--- config.mk ---
export PLATFORM = sky130hd
export DESIGN_NAME = logistic_map_chaos_oscillator
export DESIGN_NICKNAME = d
export VERILOG_FILES = /design/src/lmco_pkg.sv /design/src/lmco_mul.sv /design/src/lmco_sqrt.sv /design/src/logistic_map_chaos_oscillator.sv
export SDC_FILE = /design/constraint.sdc
export NUM_CORES = 1
export LEC_CHECK = 0
export BUFFER_PORTS_ARGS = -buffer_cell sky130_fd_sc_hd__buf_2
export CAP_MARGIN = 20
export CORE_UTILIZATION = 40
export DETAILED_ROUTE_END_ITERATION = 16
export GPL_TIMING_DRIVEN = 1
export PLACE_DENSITY = 0.57
export RECOVER_POWER = 50
export SYNTH_ARGS = -nofsm -noshare
export SYNTH_HDL_FRONTEND = slang
export SYNTH_SLANG_ARGS = --single-unit
--- constraint.sdc ---
create_clock -name i_clk -period 7.1 [get_ports i_clk]
set_input_delay 0.71 -clock i_clk [delete_from_list [all_inputs] [get_ports i_clk]]
set_output_delay 0.71 -clock i_clk [all_outputs]
set_load 0.005 [all_outputs]
--- src/lmco_pkg.sv ---
`default_nettype none
package lmco_pkg;

    localparam int MUL_W   = 32;   // serial multiplier operand width
    localparam int ROOT_W  = 26;   // square root result width
    localparam int RAD_W   = 2 * ROOT_W;

    localparam logic [24:0] Q24_ONE     = 25'd16777216;
    localparam logic [25:0] PHASE_RESET = 26'd18454938;
    localparam logic [15:0] COEF_MIN    = 16'd32768;
    localparam logic [15:0] COEF_MAX    = 16'd65534;
    localparam logic [15:0] NEXT_RESET  = 16'd32768;
    localparam logic [15:0] EXP_ONE     = 16'd4096;
    localparam logic [17:0] RATE_RESET  = 18'd48000;

    typedef enum logic [3:0] {
        S_IDLE,
        S_UPDATE,
        S_MUL_GO,
        S_MUL_WAIT,
        S_DIV_GO,
        S_DIV,
        S_PHASE,
        S_POW_SEL,
        S_SQRT_GO,
        S_SQRT_WAIT,
        S_ROOT_NEXT,
        S_DONE
    } t_state;

    typedef enum logic [2:0] {
        M_CX,
        M_CXX,
        M_PINT,
        M_ROOT,
        M_OUT
    } t_mop;

    // Q.24 product, truncated and capped at 2^32-1
    function automatic logic [31:0] q24_cap(input logic [63:0] p);
        logic [31:0] r;
        begin
            if (|p[63:56]) r = 32'hFFFF_FFFF;
            else           r = p[55:24];
            return r;
        end
    endfunction

endpackage
`default_nettype wire

--- src/lmco_mul.sv ---
`default_nettype none
module lmco_mul
    import lmco_pkg::*;
(
    input  wire logic               i_clk,
    input  wire logic               i_rst_n,
    input  wire logic               i_start,
    input  wire logic [MUL_W-1:0]   i_a,
    input  wire logic [MUL_W-1:0]   i_b,
    output logic                    o_done,
    output logic [2*MUL_W-1:0]      o_prod
);

    localparam int CW = $clog2(MUL_W);

    logic                 r_busy;
    logic                 r_done;
    logic [CW-1:0]        r_cnt;
    logic [MUL_W-1:0]     r_a;
    logic [2*MUL_W-1:0]   r_prod;
    logic [MUL_W:0]       sum;

    // add the multiplicand when the multiplier LSB is set, then shift right
    assign sum = {1'b0, r_prod[2*MUL_W-1:MUL_W]} + (r_prod[0] ? {1'b0, r_a} : '0);

    always_ff @(posedge i_clk) begin
        if (!i_rst_n) begin
            r_busy <= 1'b0;
            r_done <= 1'b0;
            r_cnt  <= '0;
        end else begin
            r_done <= 1'b0;
            if (i_start) begin
                r_busy <= 1'b1;
                r_cnt  <= '0;
            end else if (r_busy) begin
                r_cnt <= r_cnt + 1'b1;
                if (r_cnt == CW'(MUL_W - 1)) begin
                    r_busy <= 1'b0;
                    r_done <= 1'b1;
                end
            end
        end
    end

    always_ff @(posedge i_clk) begin
        if (i_start) begin
            r_a    <= i_a;
            r_prod <= {{MUL_W{1'b0}}, i_b};
        end else if (r_busy) begin
            r_prod <= {sum, r_prod[MUL_W-1:1]};
        end
    end

    assign o_done = r_done;
    assign o_prod = r_prod;

endmodule
`default_nettype wire

--- src/lmco_sqrt.sv ---
`default_nettype none
module lmco_sqrt
    import lmco_pkg::*;
(
    input  wire logic               i_clk,
    input  wire logic               i_rst_n,
    input  wire logic               i_start,
    input  wire logic [RAD_W-1:0]   i_rad,
    output logic                    o_done,
    output logic [ROOT_W-1:0]       o_root
);

    localparam int CW = $clog2(ROOT_W);
    localparam int RW = ROOT_W + 2;

    logic                 r_busy;
    logic                 r_done;
    logic [CW-1:0]        r_cnt;
    logic [RAD_W-1:0]     r_rad;
    logic [RW-1:0]        r_rem;
    logic [ROOT_W-1:0]    r_q;
    logic [RW-1:0]        t;
    logic [RW-1:0]        trial;
    logic                 ge;

    // restoring square root, two radicand bits per cycle
    assign t     = {r_rem[RW-3:0], r_rad[RAD_W-1 -: 2]};
    assign trial = {r_q, 2'b01};
    assign ge    = (t >= trial);

    always_ff @(posedge i_clk) begin
        if (!i_rst_n) begin
            r_busy <= 1'b0;
            r_done <= 1'b0;
            r_cnt  <= '0;
        end else begin
            r_done <= 1'b0;
            if (i_start) begin
                r_busy <= 1'b1;
                r_cnt  <= '0;
            end else if (r_busy) begin
                r_cnt <= r_cnt + 1'b1;
                if (r_cnt == CW'(ROOT_W - 1)) begin
                    r_busy <= 1'b0;
                    r_done <= 1'b1;
                end
            end
        end
    end

    always_ff @(posedge i_clk) begin
        if (i_start) begin
            r_rad <= i_rad;
            r_rem <= '0;
            r_q   <= '0;
        end else if (r_busy) begin
            r_rad <= {r_rad[RAD_W-3:0], 2'b00};
            r_rem <= ge ? (t - trial) : t;
            r_q   <= {r_q[ROOT_W-2:0], ge};
        end
    end

    assign o_done = r_done;
    assign o_root = r_q;

endmodule
`default_nettype wire

--- src/logistic_map_chaos_oscillator.sv ---
// A transaction is shortest with no map update and an exponent of 0 or 1.0, and longest
// with a map update, a large integer exponent and all fraction bits set.
// Each multiply runs on the bit-serial multiplier, each root on the restoring root unit,
// and the phase step divide is bit-serial; these set how long a transaction takes.
// One transaction in flight; the next is taken while a result waits in the output register.
// Synchronous active-low reset: sample rate 48000, map value 0.5, phase 1.1 (first sample updates).
`default_nettype none
module logistic_map_chaos_oscillator
    import lmco_pkg::*;
(
    input  wire logic               i_clk,
    input  wire logic               i_rst_n,
    input  wire logic               i_cfg_wen,
    input  wire logic [17:0]        i_cfg_wdata,
    input  wire logic               i_valid,
    output logic                    o_stall,
    input  wire logic [19:0]        i_frequency,
    input  wire logic [15:0]        i_map_coefficient,
    input  wire logic [15:0]        i_curve_exponent,
    output logic                    o_valid,
    input  wire logic               i_stall,
    output logic signed [17:0]      o_sample_out
);

    t_state                 r_state, n_state;
    t_mop                   r_mop;
    logic [17:0]            r_sample_rate;
    logic [19:0]            r_freq;
    logic [15:0]            r_coef;
    logic [15:0]            r_curve;
    logic [15:0]            r_next;
    logic [15:0]            r_prev;
    logic [25:0]            r_phase;
    logic signed [16:0]     r_gap;
    logic [15:0]            r_held;
    logic [31:0]            r_tmp;
    logic [39:0]            r_dq;
    logic [17:0]            r_rem;
    logic [5:0]             r_dcnt;
    logic [31:0]            r_pw;
    logic [3:0]             r_n;
    logic [3:0]             r_k;
    logic [ROOT_W-1:0]      r_root;
    logic [24:0]            r_mag;
    logic                   r_out_valid;
    logic signed [17:0]     r_sample_out;

    logic                   accept;
    logic                   mul_start, mul_done;
    logic [MUL_W-1:0]       mul_a, mul_b;
    logic [2*MUL_W-1:0]     mul_p;
    logic                   sqrt_start, sqrt_done;
    logic [ROOT_W-1:0]      sqrt_q;
    logic                   out_load;
    logic [18:0]            d_t;
    logic                   d_ge;
    logic [18:0]            d_sub;
    logic [24:0]            step;
    logic [15:0]            coef_c;
    logic [16:0]            gap_abs;
    logic [15:0]            map_new;
    logic signed [26:0]     sum;
    logic signed [17:0]     sum_sat;

    assign accept = i_valid && !o_stall;

    // divider step: remainder and next dividend bit against the sample rate
    assign d_t   = {r_rem, r_dq[39]};
    assign d_ge  = (d_t >= {1'b0, r_sample_rate});
    assign d_sub = d_t - {1'b0, r_sample_rate};

    always_comb begin
        if (r_freq == '0)            step = '0;
        else if (r_dq > 40'(Q24_ONE)) step = Q24_ONE;
        else                         step = r_dq[24:0];
    end

    always_comb begin
        if (r_coef > COEF_MAX)      coef_c = COEF_MAX;
        else if (r_coef < COEF_MIN) coef_c = COEF_MIN;
        else                        coef_c = r_coef;
    end

    assign gap_abs = r_gap[16] ? 17'(-r_gap) : 17'(r_gap);
    assign map_new = mul_p[45:30];

    assign sum = r_gap[16] ? (27'(r_prev) - 27'(r_mag)) : (27'(r_prev) + 27'(r_mag));
    always_comb begin
        if (sum > 27'sd131071)       sum_sat = 18'sd131071;
        else if (sum < -27'sd131072) sum_sat = -18'sd131072;
        else                         sum_sat = sum[17:0];
    end

    always_comb begin
        case (r_mop)
            M_CX: begin
                mul_a = {16'b0, r_coef};
                mul_b = {16'b0, r_prev};
            end
            M_CXX: begin
                mul_a = r_tmp;
                mul_b = {15'b0, 17'h10000 - {1'b0, r_prev}};
            end
            M_PINT: begin
                mul_a = r_pw;
                mul_b = {6'b0, r_phase};
            end
            M_ROOT: begin
                mul_a = r_pw;
                mul_b = {6'b0, r_root};
            end
            M_OUT: begin
                mul_a = r_pw;
                mul_b = {15'b0, gap_abs};
            end
            default: begin
                mul_a = '0;
                mul_b = '0;
            end
        endcase
    end

    // next state
    always_comb begin
        n_state = r_state;
        case (r_state)
            S_IDLE: begin
                if (accept) n_state = (r_phase > 26'(Q24_ONE)) ? S_UPDATE : S_DIV_GO;
            end
            S_UPDATE:   n_state = S_MUL_GO;
            S_MUL_GO:   n_state = S_MUL_WAIT;
            S_MUL_WAIT: begin
                if (mul_done) begin
                    case (r_mop)
                        M_CX:    n_state = S_MUL_GO;
                        M_CXX:   n_state = S_DIV_GO;
                        M_PINT:  n_state = (r_n == 4'd1) ? S_SQRT_GO : S_MUL_GO;
                        M_ROOT:  n_state = S_ROOT_NEXT;
                        M_OUT:   n_state = S_DONE;
                        default: n_state = S_IDLE;
                    endcase
                end
            end
            S_DIV_GO:   n_state = S_DIV;
            S_DIV:      if (r_dcnt == 6'd39) n_state = S_PHASE;
            S_PHASE:    n_state = S_POW_SEL;
            S_POW_SEL: begin
                if (r_held == '0 || r_held == EXP_ONE || r_held[15:12] != '0)
                    n_state = S_MUL_GO;
                else
                    n_state = S_SQRT_GO;
            end
            S_SQRT_GO:   n_state = S_SQRT_WAIT;
            S_SQRT_WAIT: begin
                if (sqrt_done) n_state = r_held[r_k] ? S_MUL_GO : S_ROOT_NEXT;
            end
            S_ROOT_NEXT: n_state = (r_k == '0) ? S_MUL_GO : S_SQRT_GO;
            S_DONE:      if (!r_out_valid || !i_stall) n_state = S_IDLE;
            default:     n_state = S_IDLE;
        endcase
    end

    // control outputs
    always_comb begin
        o_stall    = (r_state != S_IDLE);
        mul_start  = (r_state == S_MUL_GO);
        sqrt_start = (r_state == S_SQRT_GO);
        out_load   = (r_state == S_DONE) && (!r_out_valid || !i_stall);
    end

    always_ff @(posedge i_clk) begin
        if (!i_rst_n) begin
            r_state       <= S_IDLE;
            r_sample_rate <= RATE_RESET;
            r_next        <= NEXT_RESET;
            r_prev        <= '0;
            r_phase       <= PHASE_RESET;
            r_gap         <= '0;
            r_held        <= '0;
            r_out_valid   <= 1'b0;
        end else begin
            r_state <= n_state;
            if (i_cfg_wen) r_sample_rate <= i_cfg_wdata;
            if (r_state == S_UPDATE) begin
                r_prev  <= r_next;
                r_phase <= '0;
                r_held  <= r_curve;
            end
            if (r_state == S_MUL_WAIT && mul_done && r_mop == M_CXX) begin
                r_next <= map_new;
                r_gap  <= $signed({1'b0, map_new} - {1'b0, r_prev});
            end
            if (r_state == S_PHASE) r_phase <= r_phase + 26'(step);
            if (out_load)
                r_out_valid <= 1'b1;
            else if (r_out_valid && !i_stall)
                r_out_valid <= 1'b0;
        end
    end

    always_ff @(posedge i_clk) begin
        if (accept) begin
            r_freq  <= i_frequency;
            r_coef  <= i_map_coefficient;
            r_curve <= i_curve_exponent;
        end
        case (r_state)
            S_UPDATE: begin
                r_coef <= coef_c;
                r_mop  <= M_CX;
            end
            S_MUL_WAIT: begin
                if (mul_done) begin
                    case (r_mop)
                        M_CX: begin
                            r_tmp <= mul_p[31:0];
                            r_mop <= M_CXX;
                        end
                        M_PINT: begin
                            r_pw <= q24_cap(mul_p);
                            r_n  <= r_n - 1'b1;
                        end
                        M_ROOT:  r_pw  <= q24_cap(mul_p);
                        M_OUT:   r_mag <= mul_p[48:24];
                        default: ;
                    endcase
                end
            end
            S_DIV_GO: begin
                r_dq   <= {r_freq, 20'b0};
                r_rem  <= '0;
                r_dcnt <= '0;
            end
            S_DIV: begin
                r_rem  <= d_ge ? d_sub[17:0] : d_t[17:0];
                r_dq   <= {r_dq[38:0], d_ge};
                r_dcnt <= r_dcnt + 1'b1;
            end
            S_POW_SEL: begin
                r_n    <= r_held[15:12];
                r_k    <= 4'd11;
                r_root <= r_phase;
                if (r_held == '0) begin
                    r_pw  <= '0;
                    r_mop <= M_OUT;
                end else if (r_held == EXP_ONE) begin
                    r_pw  <= {6'b0, r_phase};
                    r_mop <= M_OUT;
                end else begin
                    r_pw  <= {7'b0, Q24_ONE};
                    r_mop <= M_PINT;
                end
            end
            S_SQRT_WAIT: begin
                if (sqrt_done) begin
                    r_root <= sqrt_q;
                    r_mop  <= M_ROOT;
                end
            end
            S_ROOT_NEXT: begin
                if (r_k == '0) r_mop <= M_OUT;
                else           r_k   <= r_k - 1'b1;
            end
            default: ;
        endcase
        if (out_load) r_sample_out <= sum_sat;
    end

    lmco_mul u_mul (
        .i_clk   (i_clk),
        .i_rst_n (i_rst_n),
        .i_start (mul_start),
        .i_a     (mul_a),
        .i_b     (mul_b),
        .o_done  (mul_done),
        .o_prod  (mul_p)
    );

    lmco_sqrt u_sqrt (
        .i_clk   (i_clk),
        .i_rst_n (i_rst_n),
        .i_start (sqrt_start),
        .i_rad   ({r_root, 24'b0, 2'b00} >> 2),
        .o_done  (sqrt_done),
        .o_root  (sqrt_q)
    );

    assign o_valid      = r_out_valid;
    assign o_sample_out = r_sample_out;

    a_mul_done_owned: assert property (@(posedge i_clk) disable iff (!i_rst_n)
        mul_done |-> r_state == S_MUL_WAIT)
        else $error("multiplier finished outside its wait state");

    a_sqrt_done_owned: assert property (@(posedge i_clk) disable iff (!i_rst_n)
        sqrt_done |-> r_state == S_SQRT_WAIT)
        else $error("root unit finished outside its wait state");

    a_accept_busy: assert property (@(posedge i_clk) disable iff (!i_rst_n)
        accept |=> r_state != S_IDLE)
        else $error("transaction accepted but sequencer stayed idle");

    a_load_sets_valid: assert property (@(posedge i_clk) disable iff (!i_rst_n)
        out_load |=> o_valid)
        else $error("result loaded but output not valid");

endmodule
`default_nettype wire
After elaboration in Yosys (flattened, before gate mapping)
Cells that the tools add are included.
{ "word_totals": {"register_bits": 564, "elab_cells": 203} }
{ "classes": {"addsub": 14, "order_cmp": 9, "eq_ne": 31, "n_mux": 67, "bitwise": 3, "n_reduce_logical": 44} }
{ "op_table": {"columns": ["op", "n"], "rows": [
  ["2-to-1 mux 32 bit", 6],
  ["2-to-1 mux 26 bit", 6],
  ["case mux 26 bit (5 select lines)", 1],
  ["2-to-1 mux 50 bit", 2],
  ["case mux 32 bit (3 select lines)", 1],
  ["case mux 40 bit (2 select lines)", 1],
  ["2-to-1 mux 16 bit", 4],
  ["case mux 32 bit (2 select lines)", 1],
  ["case mux 26 bit (2 select lines)", 1],
  ["2-to-1 mux 25 bit", 2],
  ["2-to-1 mux 4 bit", 12],
  ["case mux 4 bit (12 select lines)", 1],
  ["greater-than comparator 40 x 25 -> 1 bit, second input constant", 1],
  ["2-to-1 mux 18 bit", 2],
  ["case mux 18 bit (2 select lines)", 1],
  ["adder 32 x 32 -> 33 bit", 1],
  [">= comparator 28 bit", 1],
  ["greater-than comparator 27 x 18 -> 1 bit, second input constant", 1],
  ["< comparator 27 x 18 -> 1 bit, second input constant", 1],
  ["2-to-1 mux 27 bit", 1],
  ["adder 16 x 25 -> 26 bit", 1],
  ["adder 26 x 25 -> 26 bit", 1],
  ["greater-than comparator 26 x 25 -> 1 bit, second input constant", 1],
  ["subtractor 16 x 25 -> 26 bit", 1],
  ["50 further kinds", 117]
]} }

Depth between registers and ports, before layout
{ "logic_depth": {"depth_word": 5, "mapped_depth": 20, "depth_no_buf": 19} }

Hierarchy
A second synthesis with hierarchy kept.
{ "hier_totals": {"hier_cells": 3387, "area_unflattened_um2": 33059.2} }
{ "modules_own_cells": {"columns": ["module", "instances", "cells_each", "area_each_um2"], "rows": [
  ["logistic_map_chaos_oscillator", 1, 2266, 21394.3],
  ["lmco_sqrt", 1, 575, 5990.7],
  ["lmco_mul", 1, 546, 5674.2]
]} }

Least setup slack after synthesis
No wires, ideal clock.
{ "synth_timing": {"path_type": "register to register", "from": "register r_state[1]", "to": "register r_state[2]", "setup_ns": 0.128, "t_arrival_ns": 6.719, "t_required_ns": 6.972, "path_slack_ns": 0.253, "stages_incl_launch_ff": 10, "path_buffers": 1, "period_less_slack_ns": 6.847, "cell_sequence": "dfxtp_1 clkbuf_1 nor3_1 nand2_1 a41oi_1 nor3_1 o211ai_1 nor2_1 a21oi_1 nor2_1"} }
{ "synth_between": {"elab_chain_cells": 5, "elab_cells_between_ends": 22, "classes_between": "eq/ne (16); mux (1); reduce/logical (5)"} }
{ "synth_lines": {"columns": ["item", "line", "source"], "rows": [
  ["from (decl)", "logistic_map_chaos_oscillator.sv:25", "t_state r_state, n_state;"],
  ["from (signal assigned)", "logistic_map_chaos_oscillator.sv:182", "r_state <= n_state;"],
  ["nonzero test 4 bit", "logistic_map_chaos_oscillator.sv:165", "o_stall = (r_state != S_IDLE);"],
  ["zero test 1 bit", "logistic_map_chaos_oscillator.sv:65", "assign accept = i_valid && !o_stall;"],
  ["logical AND 1 bit", "logistic_map_chaos_oscillator.sv:65", null],
  ["!= test 2 bit (no line)", null, null],
  ["AND reduction 5 bit (no line)", null, null]
]} }
Parallel ways exist; a longest one is shown, timed or not.
A chain may end at the register's enable or synchronous reset.

==> metrics <==
Final Skew=0.0487 ns; H-Tree Level Count=3; Synth Flop Type=edfxtp_1; Req. time, crit path=7.66 ns; pin count of the biggest net entering global routing=80; setup total negative slack=0 ns; total standard cell area after synthesis=31300 sq um; TritonCTS clock tree=done; TritonCTS buffer count=68; first-pass GRT wire length=133 mm; nets@finish=3614; period utilization=82.5%; Critical Path Start Type=input port; worst path buffer plus inverter count=4; count of state elements after synthesis=564; number of hold buffers added after CTS=0; Min Clock Period, post-route=5.86 ns; failing checks=max-capacitance violations, max-slew violations; cell count of the worst hold path=1; via count normalized by instance count=5.48; number of enable flip-flop cells after synthesis=350; total stage count of the critical path=6; RSZ-0062 raised after global routing=no; number of top-level pins=95; Port Buffer Count=94; layout-stage area growth over the synthesis result=12.5%; hold violation count in the final report=0; maximum fanout along the worst path=70; sort of element at the end of the critical path=register; type of the most critical hold path=in2reg; DRC violations left=0; post-synthesis instance total=3324; Clk Tree Root Cell=clkbuf_16; Max Cap Viol=10; Detail Placement HPWL=60.0 mm; post-CTS setup-driven buffer insertion count=0; Gates resized, CTS repair=0; Lkg Pwr=13.6 nW; initial standard-cell utilization of the core=40.4%; top cells by area, synth=edfxtp_1, dfxtp_1, ha_1; drt first pass iters=5; placeable core region=77500 sq um; Die ar.=79300 sq um; max-slew violation count=486; wire per inst=19.3 um; Die X=282 um; depth of the worst register-to-register path=11; fraction of final layout cells with drive strength greater than 1=8.26%; worst-margin pin slew=3.63 ns; via count of the first global-routing pass=23100; gp weighted congestion=0.884; critical path type=in2reg; post-synth net total=3566; Max IR drop VDD=0.214 mV; height of the die=282 um; sequential element share of the synthesized area=47.3%; Top Family by Delay on Critical Path=buffers and inverters; Final Non-Filler Cells=4468; clock latency reported for the late side of the worst-skew pair=0.62 ns; combined global-route utilization of all metal layers=21.5%; Relative slew margins=-142%; count of routing violations after the opening detailed-route iteration=1973; syn_area_per_cell=9.41 sq um; critical-path cell list=buf_2 -> clkbuf_1 -> clkinvlp_2 -> clkbuf_2 -> or4_1 -> nand3_1; number of clock sinks=564; count of yosys warnings during synthesis=0; top cell type by total area after synthesis=edfxtp_1; Data arrival, critical path=6.42 ns; count of endpoints failing setup in the final report=0; number of antenna violations at the first check in global routing=1; final wirelength=86.1 mm; Crit path largest cell delay=1.93 ns; Async S/R FF share, synth=0%; number of antenna diodes=0; Place WS=2.14 ns; cell count after placement=4340; clock-pin slew on the worst setup and hold paths=0.07 ns; Critical Path Slowest Stage Cell=clkinvlp_2; grt total ovfl=0; maximum clock rate=171 MHz; portion of synthesized cell area occupied by the leading cell type=33.6%; power per unit of standard cell area=355 nW/um^2; number of different library cells in the post-synthesis netlist=77; total vias in the final route=24500; outcome=finished with violations; min setup slack post-route=1.24 ns; Rows=102; Max clock buf depth=3; residual antenna-violating net count after detailed routing=0
cell type report:
type / count / area (sq um)
tap: 1040 / 1300
fill: 7541 / 42300
clock buffer: 89 / 1880
clock inverter: 37 / 519
sequential: 564 / 14800
inverter: 144 / 542
timing repair buffer: 138 / 759
multi-input combinational: 2456 / 15400
worst paths after layout:
check	slack [ns]	from	end
worst max register to register	1.40	r_state[2]	r_state[2]
worst max-delay path	1.24	i_rst_n	r_phase[21]
worst min register to register	0.45	r_next[10]	r_prev[10]
worst min-delay path	0.27	i_frequency[17]	r_freq[17]
cell usage in the layout (no fill, tap or decap), types with 68 or more instances in the layout:
master and instances:
nor2_1 234, buf_2 85, a21oi_1 259, ha_1 161, and2_1 68, dfxtp_1 212, clkbuf_16 70, edfxtp_1 350
mux2i_1 126, o21ai_0 232, xnor2_1 112, inv_1 143, nand2_1 530
cells by family after synthesis:
group / share of synthesized area, %
XOR/XNOR: 4.28
AND/OR/NAND/NOR: 17.0
adder cells (fa/ha/maj): 6.83
multiplexers: 4.72
AO/OA/AOI/OAI: 16.1
flip-flops: 47.3
buffers and inverters: 3.71
power breakdown:
group	internal [mW]	leakage, nW	switching [mW]	total (mW)
Sequential	4.19	4.96	0.614	4.81
Combinational	1.60	7.43	2.36	3.96
Clock	2.26	1.16	1.45	3.71
Total	8.05	13.6	4.43	12.5
state kept, by name (all words and copies together) (netlist names), 5 cells and up:
name           cells
u_mul.r_a         32
r_sample_rate     18
u_mul.r_cnt        5
r_tmp             32
u_sqrt.r_cnt       5
r_next            16
r_dcnt             6
r_held            16
r_freq            20
r_phase           26
r_root            26
r_dq              40
u_sqrt.r_rem      26
r_coef            16
r_mag             25
r_gap             17
r_curve           16
u_sqrt.r_rad      28
r_prev            16
u_sqrt.o_root     26
r_rem             18
o_sample_out      18
u_mul.o_prod      64
r_pw              32
metal layers:
layer / part of all wire, % / up-vias / routed length (um) / GRT usage (%)
met5: 0 / - / 0 / 0
met4: 2.0 / 0 / 1690 / 5.89
met3: 4.9 / 102 / 4250 / 2.26
met2: 46 / 584 / 39600 / 34.3
met1: 47 / 11800 / 40600 / 30.8
li1: - / 12000 / - / -
metrics by stage:
stage	power, mW	area (sq um)	utilization (%)	hold slack (ns)
2_1_floorplan	7.55	31300	-	0.426
3_3_place_gp	8.75	32800	42.4	0.438
3_5_place_dp	8.76	32800	42.4	0.439
4_1_cts	12.5	35200	45.5	0.233
5_1_grt	13.2	35200	45.4	0.247
6_report	12.5	35200	45.4	0.266
cells in the mapped netlist (20+ instances only):
cell type and count:
a22oi_1 28, dfxtp_1 214, nor4_1 36, nor2b_1 32
o21ai_0 233, edfxtp_1 350, clkbuf_1 139, xor2_1 41
ha_1 161, nand2_1 531, a211oi_1 30, o21a_1 26
o31ai_1 23, nor2_1 237, and2_1 86, inv_1 142
and3_1 20, nand3_1 52, a21o_1 59, mux2i_1 126
a21oi_1 259, nor3_1 61, nand4_1 31, xnor2_1 112
a31oi_1 21, o211ai_1 21, nand2b_1 23
(Power assumes the default switching activity.)
